--- src/sv/ftr_pkg.sv ---
// Package for the bitmap font text renderer.
// Holds item and result types, codes, font layout constants and the
// controller to datapath command and status structs. No dependencies.
package ftr_pkg;

  // sizes
  localparam int FONT_BYTES    = 4096;
  localparam int FONT_AW       = $clog2(FONT_BYTES);
  localparam int PANEL_MODULES = 4;
  localparam int PANEL_COLS    = PANEL_MODULES * 16;
  localparam int PANEL_WORDS   = PANEL_MODULES * 16;
  localparam int COL_W         = $clog2(PANEL_COLS);
  localparam int WORD_AW       = $clog2(PANEL_WORDS);

  // font header layout
  localparam logic [FONT_AW-1:0] HDR_HEIGHT = FONT_AW'(3);
  localparam logic [FONT_AW-1:0] HDR_FIRST  = FONT_AW'(4);
  localparam logic [FONT_AW-1:0] HDR_COUNT  = FONT_AW'(5);
  localparam logic [FONT_AW-1:0] WIDTH_BASE = FONT_AW'(6);

  // character codes
  localparam logic [6:0] CODE_BEL   = 7'd7;
  localparam logic [6:0] CODE_BS    = 7'd8;
  localparam logic [6:0] CODE_CR    = 7'd13;
  localparam logic [6:0] CODE_SPACE = 7'd32;

  localparam logic [8:0]  SPACE_ADV = 9'd4;
  localparam logic [14:0] PEN_MAX   = 15'h7fff;

  typedef enum logic [2:0] {
    FN_FONT_WR = 3'd0,
    FN_BEGIN   = 3'd1,
    FN_DRAW    = 3'd2,
    FN_CLEAR   = 3'd3,
    FN_READ    = 3'd4
  } func_e;

  typedef enum logic [1:0] {
    COL_RED   = 2'd0,
    COL_GREEN = 2'd1,
    COL_AMBER = 2'd2
  } color_e;

  typedef enum logic [1:0] {
    CFG_START_X = 2'd0,
    CFG_START_Y = 2'd1,
    CFG_ROTATE  = 2'd2
  } cfg_idx_e;

  typedef enum logic [2:0] {
    FA_HEIGHT = 3'd0,
    FA_FIRST  = 3'd1,
    FA_COUNT  = 3'd2,
    FA_SUM    = 3'd3,
    FA_WIDTH  = 3'd4,
    FA_PIXEL  = 3'd5
  } faddr_sel_e;

  typedef struct packed {
    logic [2:0]  func;
    logic [11:0] font_addr;
    logic [7:0]  font_data;
    logic [6:0]  char_code;
    logic        read_plane;
    logic [5:0]  read_index;
  } item_t;

  typedef struct packed {
    logic [15:0] read_data;
    logic [8:0]  advance;
    logic [14:0] pen;
  } res_t;

  typedef struct packed {
    logic       item_load;
    logic       font_wr;
    logic       pen_clr;
    logic       plane_clr;
    logic       rd_issue;
    logic       set_color;
    logic       adv_zero;
    logic       adv_space;
    logic       cap_height;
    logic       cap_first;
    logic       cap_count;
    logic       sum_clr;
    logic       sum_acc;
    logic       glyph_start;
    logic       pix_rd;
    logic       pix_wr;
    logic       pix_step;
    logic       res_load;
    faddr_sel_e faddr_sel;
  } cmd_t;

  typedef struct packed {
    logic [2:0] func;
    logic       is_color;
    logic       out_of_font;
    logic       is_space;
    logic       idx_zero;
    logic       sum_last;
    logic       glyph_empty;
    logic       pix_on;
    logic       pix_last;
    logic       out_free;
  } sts_t;

endpackage

--- src/sv/ftr_ctrl.sv ---
// Controller state machine of the text renderer.
// Sequences header reads, width sum, pixel loop and result; uses ftr_pkg.
module ftr_ctrl (
  input  logic          clk_i,
  input  logic          rst_ni,
  input  logic          in_valid_i,
  output logic          in_stall_o,
  input  ftr_pkg::sts_t sts_i,
  output ftr_pkg::cmd_t cmd_o
);

  typedef enum logic [14:0] {
    ST_IDLE   = 15'h0001,
    ST_DECODE = 15'h0002,
    ST_HDR3   = 15'h0004,
    ST_HDR4   = 15'h0008,
    ST_HDR5   = 15'h0010,
    ST_CNT    = 15'h0020,
    ST_CHK    = 15'h0040,
    ST_SUMR   = 15'h0080,
    ST_SUMA   = 15'h0100,
    ST_WID    = 15'h0200,
    ST_WIDC   = 15'h0400,
    ST_PXR    = 15'h0800,
    ST_PXT    = 15'h1000,
    ST_PXW    = 15'h2000,
    ST_DONE   = 15'h4000
  } state_e;

  state_e state_q, state_d;

  assign in_stall_o = (state_q != ST_IDLE);

  // next state and commands
  always_comb begin
    cmd_o     = '0;
    cmd_o.faddr_sel = ftr_pkg::FA_HEIGHT;
    state_d   = state_q;
    case (state_q)
      ST_IDLE: begin
        if (in_valid_i) begin
          cmd_o.item_load = 1'b1;
          state_d = ST_DECODE;
        end
      end
      ST_DECODE: begin
        cmd_o.adv_zero = 1'b1;
        state_d = ST_DONE;
        case (sts_i.func)
          ftr_pkg::FN_FONT_WR: cmd_o.font_wr = 1'b1;
          ftr_pkg::FN_BEGIN:   cmd_o.pen_clr = 1'b1;
          ftr_pkg::FN_CLEAR:   cmd_o.plane_clr = 1'b1;
          ftr_pkg::FN_READ:    cmd_o.rd_issue = 1'b1;
          ftr_pkg::FN_DRAW: begin
            if (sts_i.is_color) cmd_o.set_color = 1'b1;
            else state_d = ST_HDR3;
          end
          default: ;
        endcase
      end
      ST_HDR3: begin
        cmd_o.faddr_sel = ftr_pkg::FA_HEIGHT;
        state_d = ST_HDR4;
      end
      ST_HDR4: begin
        cmd_o.faddr_sel  = ftr_pkg::FA_FIRST;
        cmd_o.cap_height = 1'b1;
        state_d = ST_HDR5;
      end
      ST_HDR5: begin
        cmd_o.faddr_sel = ftr_pkg::FA_COUNT;
        cmd_o.cap_first = 1'b1;
        state_d = ST_CNT;
      end
      ST_CNT: begin
        cmd_o.cap_count = 1'b1;
        state_d = ST_CHK;
      end
      ST_CHK: begin
        cmd_o.sum_clr = 1'b1;
        if (sts_i.out_of_font) state_d = ST_DONE;
        else if (sts_i.is_space) begin
          cmd_o.adv_space = 1'b1;
          state_d = ST_DONE;
        end else if (sts_i.idx_zero) state_d = ST_WID;
        else state_d = ST_SUMR;
      end
      ST_SUMR: begin
        cmd_o.faddr_sel = ftr_pkg::FA_SUM;
        state_d = ST_SUMA;
      end
      ST_SUMA: begin
        cmd_o.sum_acc = 1'b1;
        state_d = sts_i.sum_last ? ST_WID : ST_SUMR;
      end
      ST_WID: begin
        cmd_o.faddr_sel = ftr_pkg::FA_WIDTH;
        state_d = ST_WIDC;
      end
      ST_WIDC: begin
        cmd_o.glyph_start = 1'b1;
        state_d = sts_i.glyph_empty ? ST_DONE : ST_PXR;
      end
      ST_PXR: begin
        cmd_o.faddr_sel = ftr_pkg::FA_PIXEL;
        state_d = ST_PXT;
      end
      ST_PXT: begin
        if (sts_i.pix_on) begin
          cmd_o.pix_rd = 1'b1;
          state_d = ST_PXW;
        end else begin
          cmd_o.pix_step = 1'b1;
          state_d = sts_i.pix_last ? ST_DONE : ST_PXR;
        end
      end
      ST_PXW: begin
        cmd_o.pix_wr   = 1'b1;
        cmd_o.pix_step = 1'b1;
        state_d = sts_i.pix_last ? ST_DONE : ST_PXR;
      end
      ST_DONE: begin
        if (sts_i.out_free) begin
          cmd_o.res_load = 1'b1;
          state_d = ST_IDLE;
        end
      end
      default: state_d = ST_IDLE;
    endcase
  end

  // state register
  always_ff @(posedge clk_i or negedge rst_ni) begin
    if (!rst_ni) state_q <= ST_IDLE;
    else state_q <= state_d;
  end

endmodule

--- config.mk ---
export PLATFORM = sky130hd
export DESIGN_NAME = ftr_ctrl
export DESIGN_NICKNAME = d
export VERILOG_FILES = /design/src/sv/ftr_pkg.sv /design/src/sv/ftr_ctrl.sv
export SDC_FILE = /design/constraint.sdc
export NUM_CORES = 1
export LEC_CHECK = 0
export BUFFER_PORTS_ARGS = -buffer_cell sky130_fd_sc_hd__buf_2
export CORE_ASPECT_RATIO = 1.2
export CORE_MARGIN = 4
export CORE_UTILIZATION = 49
export CTS_CLUSTER_SIZE = 14
export DETAILED_ROUTE_END_ITERATION = 8
export GPL_TIMING_DRIVEN = 0
export PLACE_DENSITY = 0.75
export SYNTH_ARGS = -nofsm -noshare
export SYNTH_HDL_FRONTEND = slang
export SYNTH_SLANG_ARGS = --single-unit
--- constraint.sdc ---
create_clock -name clk_i -period 2.3 [get_ports clk_i]
set_clock_uncertainty 0.1 [all_clocks]
set_input_delay 0.345 -clock clk_i [delete_from_list [all_inputs] [get_ports clk_i]]
set_output_delay 0.345 -clock clk_i [all_outputs]
set_load 0.005 [all_outputs]
After elaboration in Yosys (flattened, before gate mapping)
Index checks and enable logic that the tools add are counted.
{ "word_totals": {"reg_bits": 15, "latch_bits": 0, "mem_bits_rw": 0, "rom_bits": 0, "input_bits": 15, "word_cells": 63, "mem_count": 0} }
{ "classes": {"addsub": 0, "multipliers": 0, "n_div": 0, "magnitude_cmp": 0, "n_eq_ne": 22, "shift": 0, "muxes": 38, "bitwise_logic": 0, "n_reduce_logical": 2} }
{ "op_table": {"columns": ["cell", "n"], "rows": [
  ["$pmux 15 s15", 1],
  ["$mux 15", 9],
  ["$mux 1", 23],
  ["$mux 10", 2],
  ["$eq 15x1->1 const B", 1],
  ["$eq 15x10->1 const B", 1],
  ["$eq 15x11->1 const B", 1],
  ["$eq 15x12->1 const B", 1],
  ["$eq 15x13->1 const B", 1],
  ["$eq 15x14->1 const B", 1],
  ["$eq 15x15->1 const B", 1],
  ["$eq 15x2->1 const B", 1],
  ["$eq 15x3->1 const B", 1],
  ["$eq 15x4->1 const B", 1],
  ["$eq 15x5->1 const B", 1],
  ["$eq 15x6->1 const B", 1],
  ["$eq 15x7->1 const B", 1],
  ["$eq 15x8->1 const B", 1],
  ["$eq 15x9->1 const B", 1],
  ["$ne 15x1->1 const B", 1],
  ["$pmux 3 s5", 1],
  ["$eq 3x2->1 const B", 2],
  ["$mux 6", 1],
  ["$ne 2x2->1 const B", 2],
  ["other kinds (5)", 5]
]} }

Longest topological paths before layout
Gate-level depths: netlist of the first run.
{ "depth": {"depth_word": 4, "mapped_depth": 6} }

Worst setup path before layout of the first run
No wires, ideal clock.
{ "synth_timing": {"path_type": "register -> output", "startpoint": "reg state_q[5]", "endpoint": "out cmd_o[15] in the netlist's numbering", "arrival_ns": 1.560, "required_ns": 1.855, "setup_slack_ns": 0.295, "stages_incl_launch_ff": 6, "path_buffers": 1, "path_cell_list": "dfrtp_1 > buf_2 > nor4_2 > nand4_1 > nor2_1 > and4b_1"} }
{ "synth_lines": {"columns": ["element", "line_no", "source"], "rows": [
  ["start, declared", "ftr_ctrl.sv:30", "state_e state_q, state_d;"],
  ["start signal, assigned", "ftr_ctrl.sv:135", "else state_q <= state_d;"],
  ["end, declared", "ftr_ctrl.sv:9", "output ftr_pkg::cmd_t cmd_o"]
]} }

==> metrics.md, run 1 <==
| Metric | Value |
|---|---|
| Status | `complete, but fails checks` |
| Failing checks | `setup timing` |
| CTS Buf Count | `3` |
| Worst min-delay path class | `input pin to register` |
| Final net count | `200` |
| Most frequent cells in the layout | `36 x buf_2, 25 x buf_4, 10 x nor2_1, 8 x nor3_1, 8 x dfrtp_1` |
| Post-synthesis register bit count | `15` |
| Final Cell Area | `1660 um2` |
| WP data required | `1.86 ns` |
| Rel. slew slack | `70.9%` |
| I/O pins | `37` |
| Tot GR Track Use | `21.6%` |
| Post-synth top flop | `dfrtp_1` |
| Total Power | `968 uW` |
| GPL Wtd Cong | `0.840` |
| Mux contribution to synthesized area | `0%` |
| Crit-path slowest cell | `dfrtp_1` |
| Critical path capture point type | `primary output` |
| Async set-reset flop share out of synthesis | `100%` |
| Post-Synth Simple-Gate Area | `46.2%` |
| Peak Freq | `434 MHz` |
| Worst-Margin Slew | `0.431 ns` |
| Leakage | `0.000802 uW` |
| R2r setup slk | `0.11 ns` |
| Die Y | `60.0 um` |
| Sw power | `371 uW` |
| DIE WIDTH | `51.3 um` |
| Synthesis warning total | `0` |
| CP Max Fanout | `10` |
| DRC viols | `0` |
| Sinks on Clock Net | `15` |
| Placeable Area | `2090 um2` |
| Clock tree from TritonCTS | `built` |
| Clk pin slew, worst setup/hold paths | `0.09 ns` |
| Initial core utilization | `52.6%` |
| N_diodes | `0` |
| Drt first-iter violations | `57` |
| Internal | `597 uW` |
| Via count | `1,231` |
| Max incr delay on CP | `0.37 ns` |
| Clk_lat worst skew | `0.28 ns` |
| Final Slew Violations | `0` |
| Global route overflow | `0` |
| PortBufs | `36` |
| Max cap viols | `0` |
| Antenna viol nets, final | `0` |
| Critical-path cell list | `buf_4 -> nor4_4 -> buf_4 -> nand3_2 -> nor4_4 -> buf_2` |
| Clk network pwr share | `15.9%` |
| WL final | `3180 um` |
| Area share of fa/ha/maj cells after synthesis | `0%` |
| Syn Inst Count | `122` |
| Seq pwr share | `35.1%` |
| Die area | `3080 um2` |
| Biggest regs | `state_q (15)` |
| Post-DP HPWL | `2020 um` |
| DR WL/cell | `14.8 um` |
| Clk buf depth | `2` |
| PD cells | `584 nW/um2` |
| Sequential cell area fraction in the yosys report | `34.2%` |
| Synth Area in XOR/XNOR | `4.77%` |
| Initial antenna violation count | `0` |
| First-pass GRT wire length | `5020 um` |
| Synth Cell Area | `1100 um2` |
| Tcrit/Tclk final | `100%` |
| Fill cells | `135` |
| Cell family with most CP delay | `simple AND/OR/NAND/NOR gates` |
| Finished Core Util | `79.2%` |
| RSZ-0062 raised after global routing | `yes` |
| Max reg flops | `15` |
| Vias in the first global route | `1,143` |
| Final worst slack | `-0.00646 ns` |
| Final-report setup violation count | `1` |
| Vias/cell | `5.75` |
| Final Critical Period | `2.31 ns` |
| Gate power share | `49.1%` |
| CTS H-tree depth | `1` |
| Syn Nets | `137` |
| Buf+Inv Stages, Crit Path | `3` |
| P&R area growth vs syn | `50.4%` |
| Compound-Gate Fraction of Synth Area | `9.19%` |
| Final Hold Viols | `0` |
| Post-DP Area | `1320 um2` |
| Peak supply drop | `420 uV` |
| EDFF count, synth | `0` |
| Largest net degree at the start of global routing | `16` |
| Main combinational cell family by area after synthesis | `simple AND/OR/NAND/NOR gates` |
| Fraction of layout cells with a size suffix above 1 | `52.7%` |
| Switching Fraction | `38.3%` |
| Crit Path Category | `register to primary output` |
| Root buffer cell | `clkbuf_4` |
| Syn avg cell area | `9.04 um2` |
| Drt first pass iters | `4` |
| Most common cell after layout, fill and taps aside | `buf_2` |
| # rows | `18` |
| Number of distinct library cells after synthesis | `38` |
| Crit path DAT | `1.86 ns` |
| Biggest register | `state_q` |
| Critical Path Source Type | `register` |
[final timing paths]
check                                 from         end  depth (start not counted)
worst max-delay path            state_q[2]    cmd_o[8]                          6
worst min-delay path            in_valid_i  state_q[0]                          2
worst min register to register  state_q[3]  state_q[3]                          2
max in group asynchronous           rst_ni  state_q[0]                          2
worst max register to register  state_q[0]  state_q[0]                          6
min in group asynchronous           rst_ni  state_q[5]                          2
[power by group through the flow]
stage | Combinational, uW | Clock, uW | Sequential [uW]
2_1_floorplan | 248 | 0 | 324
3_3_place_gp | 330 | 0 | 331
3_5_place_dp | 339 | 0 | 333
4_1_cts | 416 | 155 | 336
5_1_grt | 513 | 166 | 347
6_report | 475 | 154 | 340
[area by class of cell]
type / count / area, um2 / area share [%]
inverters: 6 / 22.5 / 1.36
flip-flops and latches: 15 / 384 / 23.2
clock buffers: 4 / 26.3 / 1.58
repair buffers: 61 / 378 / 22.8
plain buffers: 4 / 33.8 / 2.04
multi-input cells: 94 / 776 / 46.8
well taps: 30 / 37.5 / 2.26
[worst register-to-register path: cells and delay by family, from the launching register on]
kind / cells / cell delay (ns)
simple gates: 4 / 0.95
buf+inv: 1 / 0.16
flops: 1 / 0.62
compound gates: 1 / 0.28
[kinds of logic (layout without fill, tap and decap cells)]
family | Yosys count | in the layout
XOR/XNOR | 6 | 6
AO/OA/AOI/OAI | 12 | 12
AND/OR/NAND/NOR | 76 | 76
buffers and inverters | 13 | 75
flip-flops | 15 | 15
[metal layers]
metal | up-vias | wire, um | part of all wire [%] | track usage (%)
li1 | 575 | - | - | -
met1 | 586 | 1280 | 40 | 24.8
met2 | 59 | 1550 | 49 | 38.9
met3 | 11 | 228 | 7.2 | 2.99
met4 | 0 | 123 | 3.9 | 10.9
met5 | - | 0 | 0 | 0
[cells in the mapped netlist (2+ instances only)]
cell	n	share of area, %
nand2_1	6	2.0
nor3_1	9	4.1
nor4_2	5	5.7
and2_1	2	1.1
xnor2_1	5	4.0
nor4b_1	5	4.0
dfrtp_1	14	32
nand3_1	2	0.91
nor2_1	11	3.7
nand4_1	5	2.8
nand2b_1	5	2.8
buf_2	4	1.8
nor2b_1	2	1.1
inv_1	6	2.0
and4b_1	2	1.8
and3_1	4	2.3
nor4_1	3	1.7
a22o_1	3	2.4
buf_4	2	1.4
nor3b_1	9	6.1
[repair_timing]
item | in CTS | in global routing
hold endpoints to repair | 14 | 0
endpoints found under the setup margin | 22 | 17
setup buffers | 12 | 12
hold buffers | 1 | 0
pin swaps | 6 | 8
resized for setup | 18 | 17
[metrics by stage]
step	TNS (ns)	setup slack [ns]	cells	hold slack (ns)
final	-0.00646	-0.00646	214	0.129
after global routing	-0.801	-0.106	214	0.127
after CTS	-0.0237	-0.0124	203	0.122
after detailed placement	-0.303	-0.0960	188	0.168
after global placement	-0.0777	-0.0492	188	0.164
after floorplan	0	0.295	122	-0.0506
(Power assumes the default switching activity.)
==> run 2: changes to the inputs <==
--- a/config.mk
+++ b/config.mk
@@ -6,7 +6,6 @@
 export NUM_CORES = 1
 export LEC_CHECK = 0
 export BUFFER_PORTS_ARGS = -buffer_cell sky130_fd_sc_hd__buf_2
-export CORE_ASPECT_RATIO = 1.2
 export CORE_MARGIN = 4
 export CORE_UTILIZATION = 49
 export CTS_CLUSTER_SIZE = 14
==> run 2 against run 1 <==
- sequential power grew 3%
- cell count grew 0.93%
- setup slack lost 0.11 ns
- non-clock buffer count grew 5
- utilization grew 7.6 points
- routed wire length grew 30%
- critical endpoint is now cmd_o[15]
- the run still ends with setup timing left
- fmax shrank 4.6%
- global-route usage grew 0.13 points
- final area grew 6.8%
- via count grew 6.8%
- clock-buffer cell count shrank 1
- die area is essentially flat
==> metrics.md, run 2 (synthesized netlist as in run 1, its figures left out) <==
| Metric | Value |
|---|---|
| Cell family with most CP delay | `simple AND/OR/NAND/NOR gates` |
| # rows | `16 (-2)` |
| Biggest register | `state_q` |
| Clock tree from TritonCTS | `built` |
| I/O pins | `37 (unchanged)` |
| Placeable Area | `2040 um2 (-2.5%)` |
| Clk pin slew, worst setup/hold paths | `0.10 ns (about the same)` |
| Initial antenna violation count | `0 (unchanged)` |
| Largest net degree at the start of global routing | `16 (unchanged)` |
| Initial core utilization | `54.0% (+1.4 points)` |
| Crit path DAT | `1.97 ns (+0.11 ns)` |
| Placed cell count | `185 (-1.6%)` |
| Critical Path Source Type | `register` |
| WP data required | `1.86 ns (about the same)` |
| Status | `complete, but fails checks` |
| Worst min-delay path class | `input pin to register` |
| Total Power | `1140 uW (+18%)` |
| Sw power | `458 uW (+23%)` |
| Clk_lat worst skew | `0.29 ns (about the same)` |
| Gate power share | `55.5% (+6.4 points)` |
| GPL Wtd Cong | `0.864 (+2.8%)` |
| Final-report setup violation count | `11 (+10)` |
| Tot GR Track Use | `21.7% (+0.13 points)` |
| Tcrit/Tclk final | `105% (+4.8 points)` |
| Critical path capture point type | `primary output` |
| Final net count | `205 (+2.5%)` |
| Drt first pass iters | `4 (unchanged)` |
| Max cap viols | `0 (unchanged)` |
| Global route overflow | `0 (unchanged)` |
| Crit Path Category | `register to primary output` |
| PortBufs | `36 (unchanged)` |
| Most frequent cells in the layout | `33 x buf_2, 28 x buf_4, 9 x nor3_1, 9 x nor2_1, 9 x dfrtp_1` |
| Crit-path slowest cell | `dfrtp_2` |
| Final worst slack | `-0.117 ns (-0.111 ns)` |
| Vias in the first global route | `1,212 (+6.0%)` |
| Rel. slew slack | `61.6% (-9.3 points)` |
| Die Y | `55.4 um (-7.5%)` |
| Pre-CTS setup slack | `-0.0562 ns (+0.0398 ns)` |
| CTS Buf Count | `3 (unchanged)` |
| Antenna viol nets, final | `0 (unchanged)` |
| First-pass GRT wire length | `5480 um (+9.2%)` |
| Fraction of layout cells with a size suffix above 1 | `58.2% (+5.5 points)` |
| Post-DP HPWL | `2110 um (+4.2%)` |
| Max incr delay on CP | `0.46 ns (+0.09 ns)` |
| Switching Fraction | `40.2% (+1.9 points)` |
| Seq pwr share | `30.8% (-4.3 points)` |
| Failing checks | `setup timing` |
| Most common cell after layout, fill and taps aside | `buf_2` |
| Die area | `3070 um2 (about the same)` |
| Final Hold Viols | `0 (unchanged)` |
| Root buffer cell | `clkbuf_4` |
| RSZ-0062 raised after global routing | `yes` |
| Biggest regs | `state_q (15)` |
| Non-filler cells, final | `216 (+0.93%)` |
| DRC viols | `0 (unchanged)` |
| CTS H-tree depth | `1 (unchanged)` |
| P&R area growth vs syn | `60.6%` |
| Via count | `1,315 (+6.8%)` |
| Leakage | `0.000834 uW (+3.9%)` |
| Final Critical Period | `2.42 ns (+0.111 ns)` |
| Drt first-iter violations | `62 (+8.8%)` |
| Final Slew Violations | `0 (unchanged)` |
| CP Max Fanout | `5 (-5)` |
| Finished Core Util | `86.7% (+7.6 points)` |
| DR WL/cell | `19.2 um (+29%)` |
| Max reg flops | `15 (unchanged)` |
| Internal | `681 uW (+14%)` |
| Worst-Margin Slew | `0.568 ns (+0.138 ns)` |
| Vias/cell | `6.09 (+5.8%)` |
| Clk network pwr share | `13.8% (-2.1 points)` |
| Critical-path cell list | `nor4_4 -> nand4_1 -> nor2_2 -> and4b_1 -> buf_2` |
| N_diodes | `0 (unchanged)` |
| Peak supply drop | `518 uV (+23%)` |
| WL final | `4140 um (+30%)` |
| Post-DP Area | `1320 um2 (-0.28%)` |
| Buf+Inv Stages, Crit Path | `1 (-2)` |
| Clk buf depth | `2 (unchanged)` |
| Sinks on Clock Net | `15 (unchanged)` |
| DIE WIDTH | `55.4 um (+8.1%)` |
| Final Cell Area | `1770 um2 (+6.8%)` |
| Peak Freq | `414 MHz (-4.6%)` |
| PD cells | `643 nW/um2 (+10%)` |
==> run 2: what timing repair did <==
action / in CTS / in global routing
endpoints found under the setup margin: 22 / 18
hold endpoints to repair: 14 / 0
buffers inserted: 13 / 17
pin swaps: 10 / 18
gates resized for setup: 16 / 29
hold buffers: 1 / 0
==> run 2: layer usage <==
layer	vias up	part of all wire, %	track usage [%]
met4	0	4.2	7.99
met2	76	48	38.5
li1	585	-	-
met5	-	0	0
met3	22	6.8	4.43
met1	632	41	25.4
==> run 2: final cells by class <==
class                   count  area [um2]
plain buffers               4        32.5
clock buffers               3        22.5
clock inverters             1        5.00
fillers                   111         272
inverters                   6        22.5
multi-input cells          94         835
flip-flops and latches     15         383
well taps                  27        33.8
repair buffers             66         437
==> run 2: metrics by stage <==
| step | hold slack (ns) | TNS [ns] |
|---|---|---|
| after floorplan | -0.0506 | 0 |
| after global placement | 0.169 | -0.0339 |
| after detailed placement | 0.168 | -0.0713 |
| after CTS | 0.135 | -0.0102 |
| after global routing | 0.116 | -2.16 |
| final | 0.138 | -0.622 |
==> run 2: power groups by stage <==
stage / Combinational, uW / Clock (uW) / Sequential [uW]
floorplan: 248 / 0 / 324
global placement: 330 / 0 / 334
detailed placement: 339 / 0 / 335
CTS: 421 / 152 / 337
global route: 665 / 175 / 353
finish: 631 / 157 / 350
==> run 2: worst paths after layout <==
check / start / end / slack [ns] / cells after the start
max: state_q[11] / cmd_o[15] / -0.12 / 5
min: in_valid_i / state_q[0] / 0.14 / 2
max reg2reg: state_q[0] / state_q[0] / 0.05 / 6
min reg2reg: state_q[6] / state_q[8] / 0.49 / 1
max in group asynchronous: rst_ni / state_q[0] / 1.39 / 2
min in group asynchronous: rst_ni / state_q[13] / 0.39 / 2
==> run 2: worst register-to-register path, cell delays in order (launching register included) <==
cell and delay (ns):
dfstp_2 0.66, nor4_4 0.08, buf_4 0.16, and3_4 0.15
and4b_4 0.20, or4b_4 0.55, o32ai_2 0.27
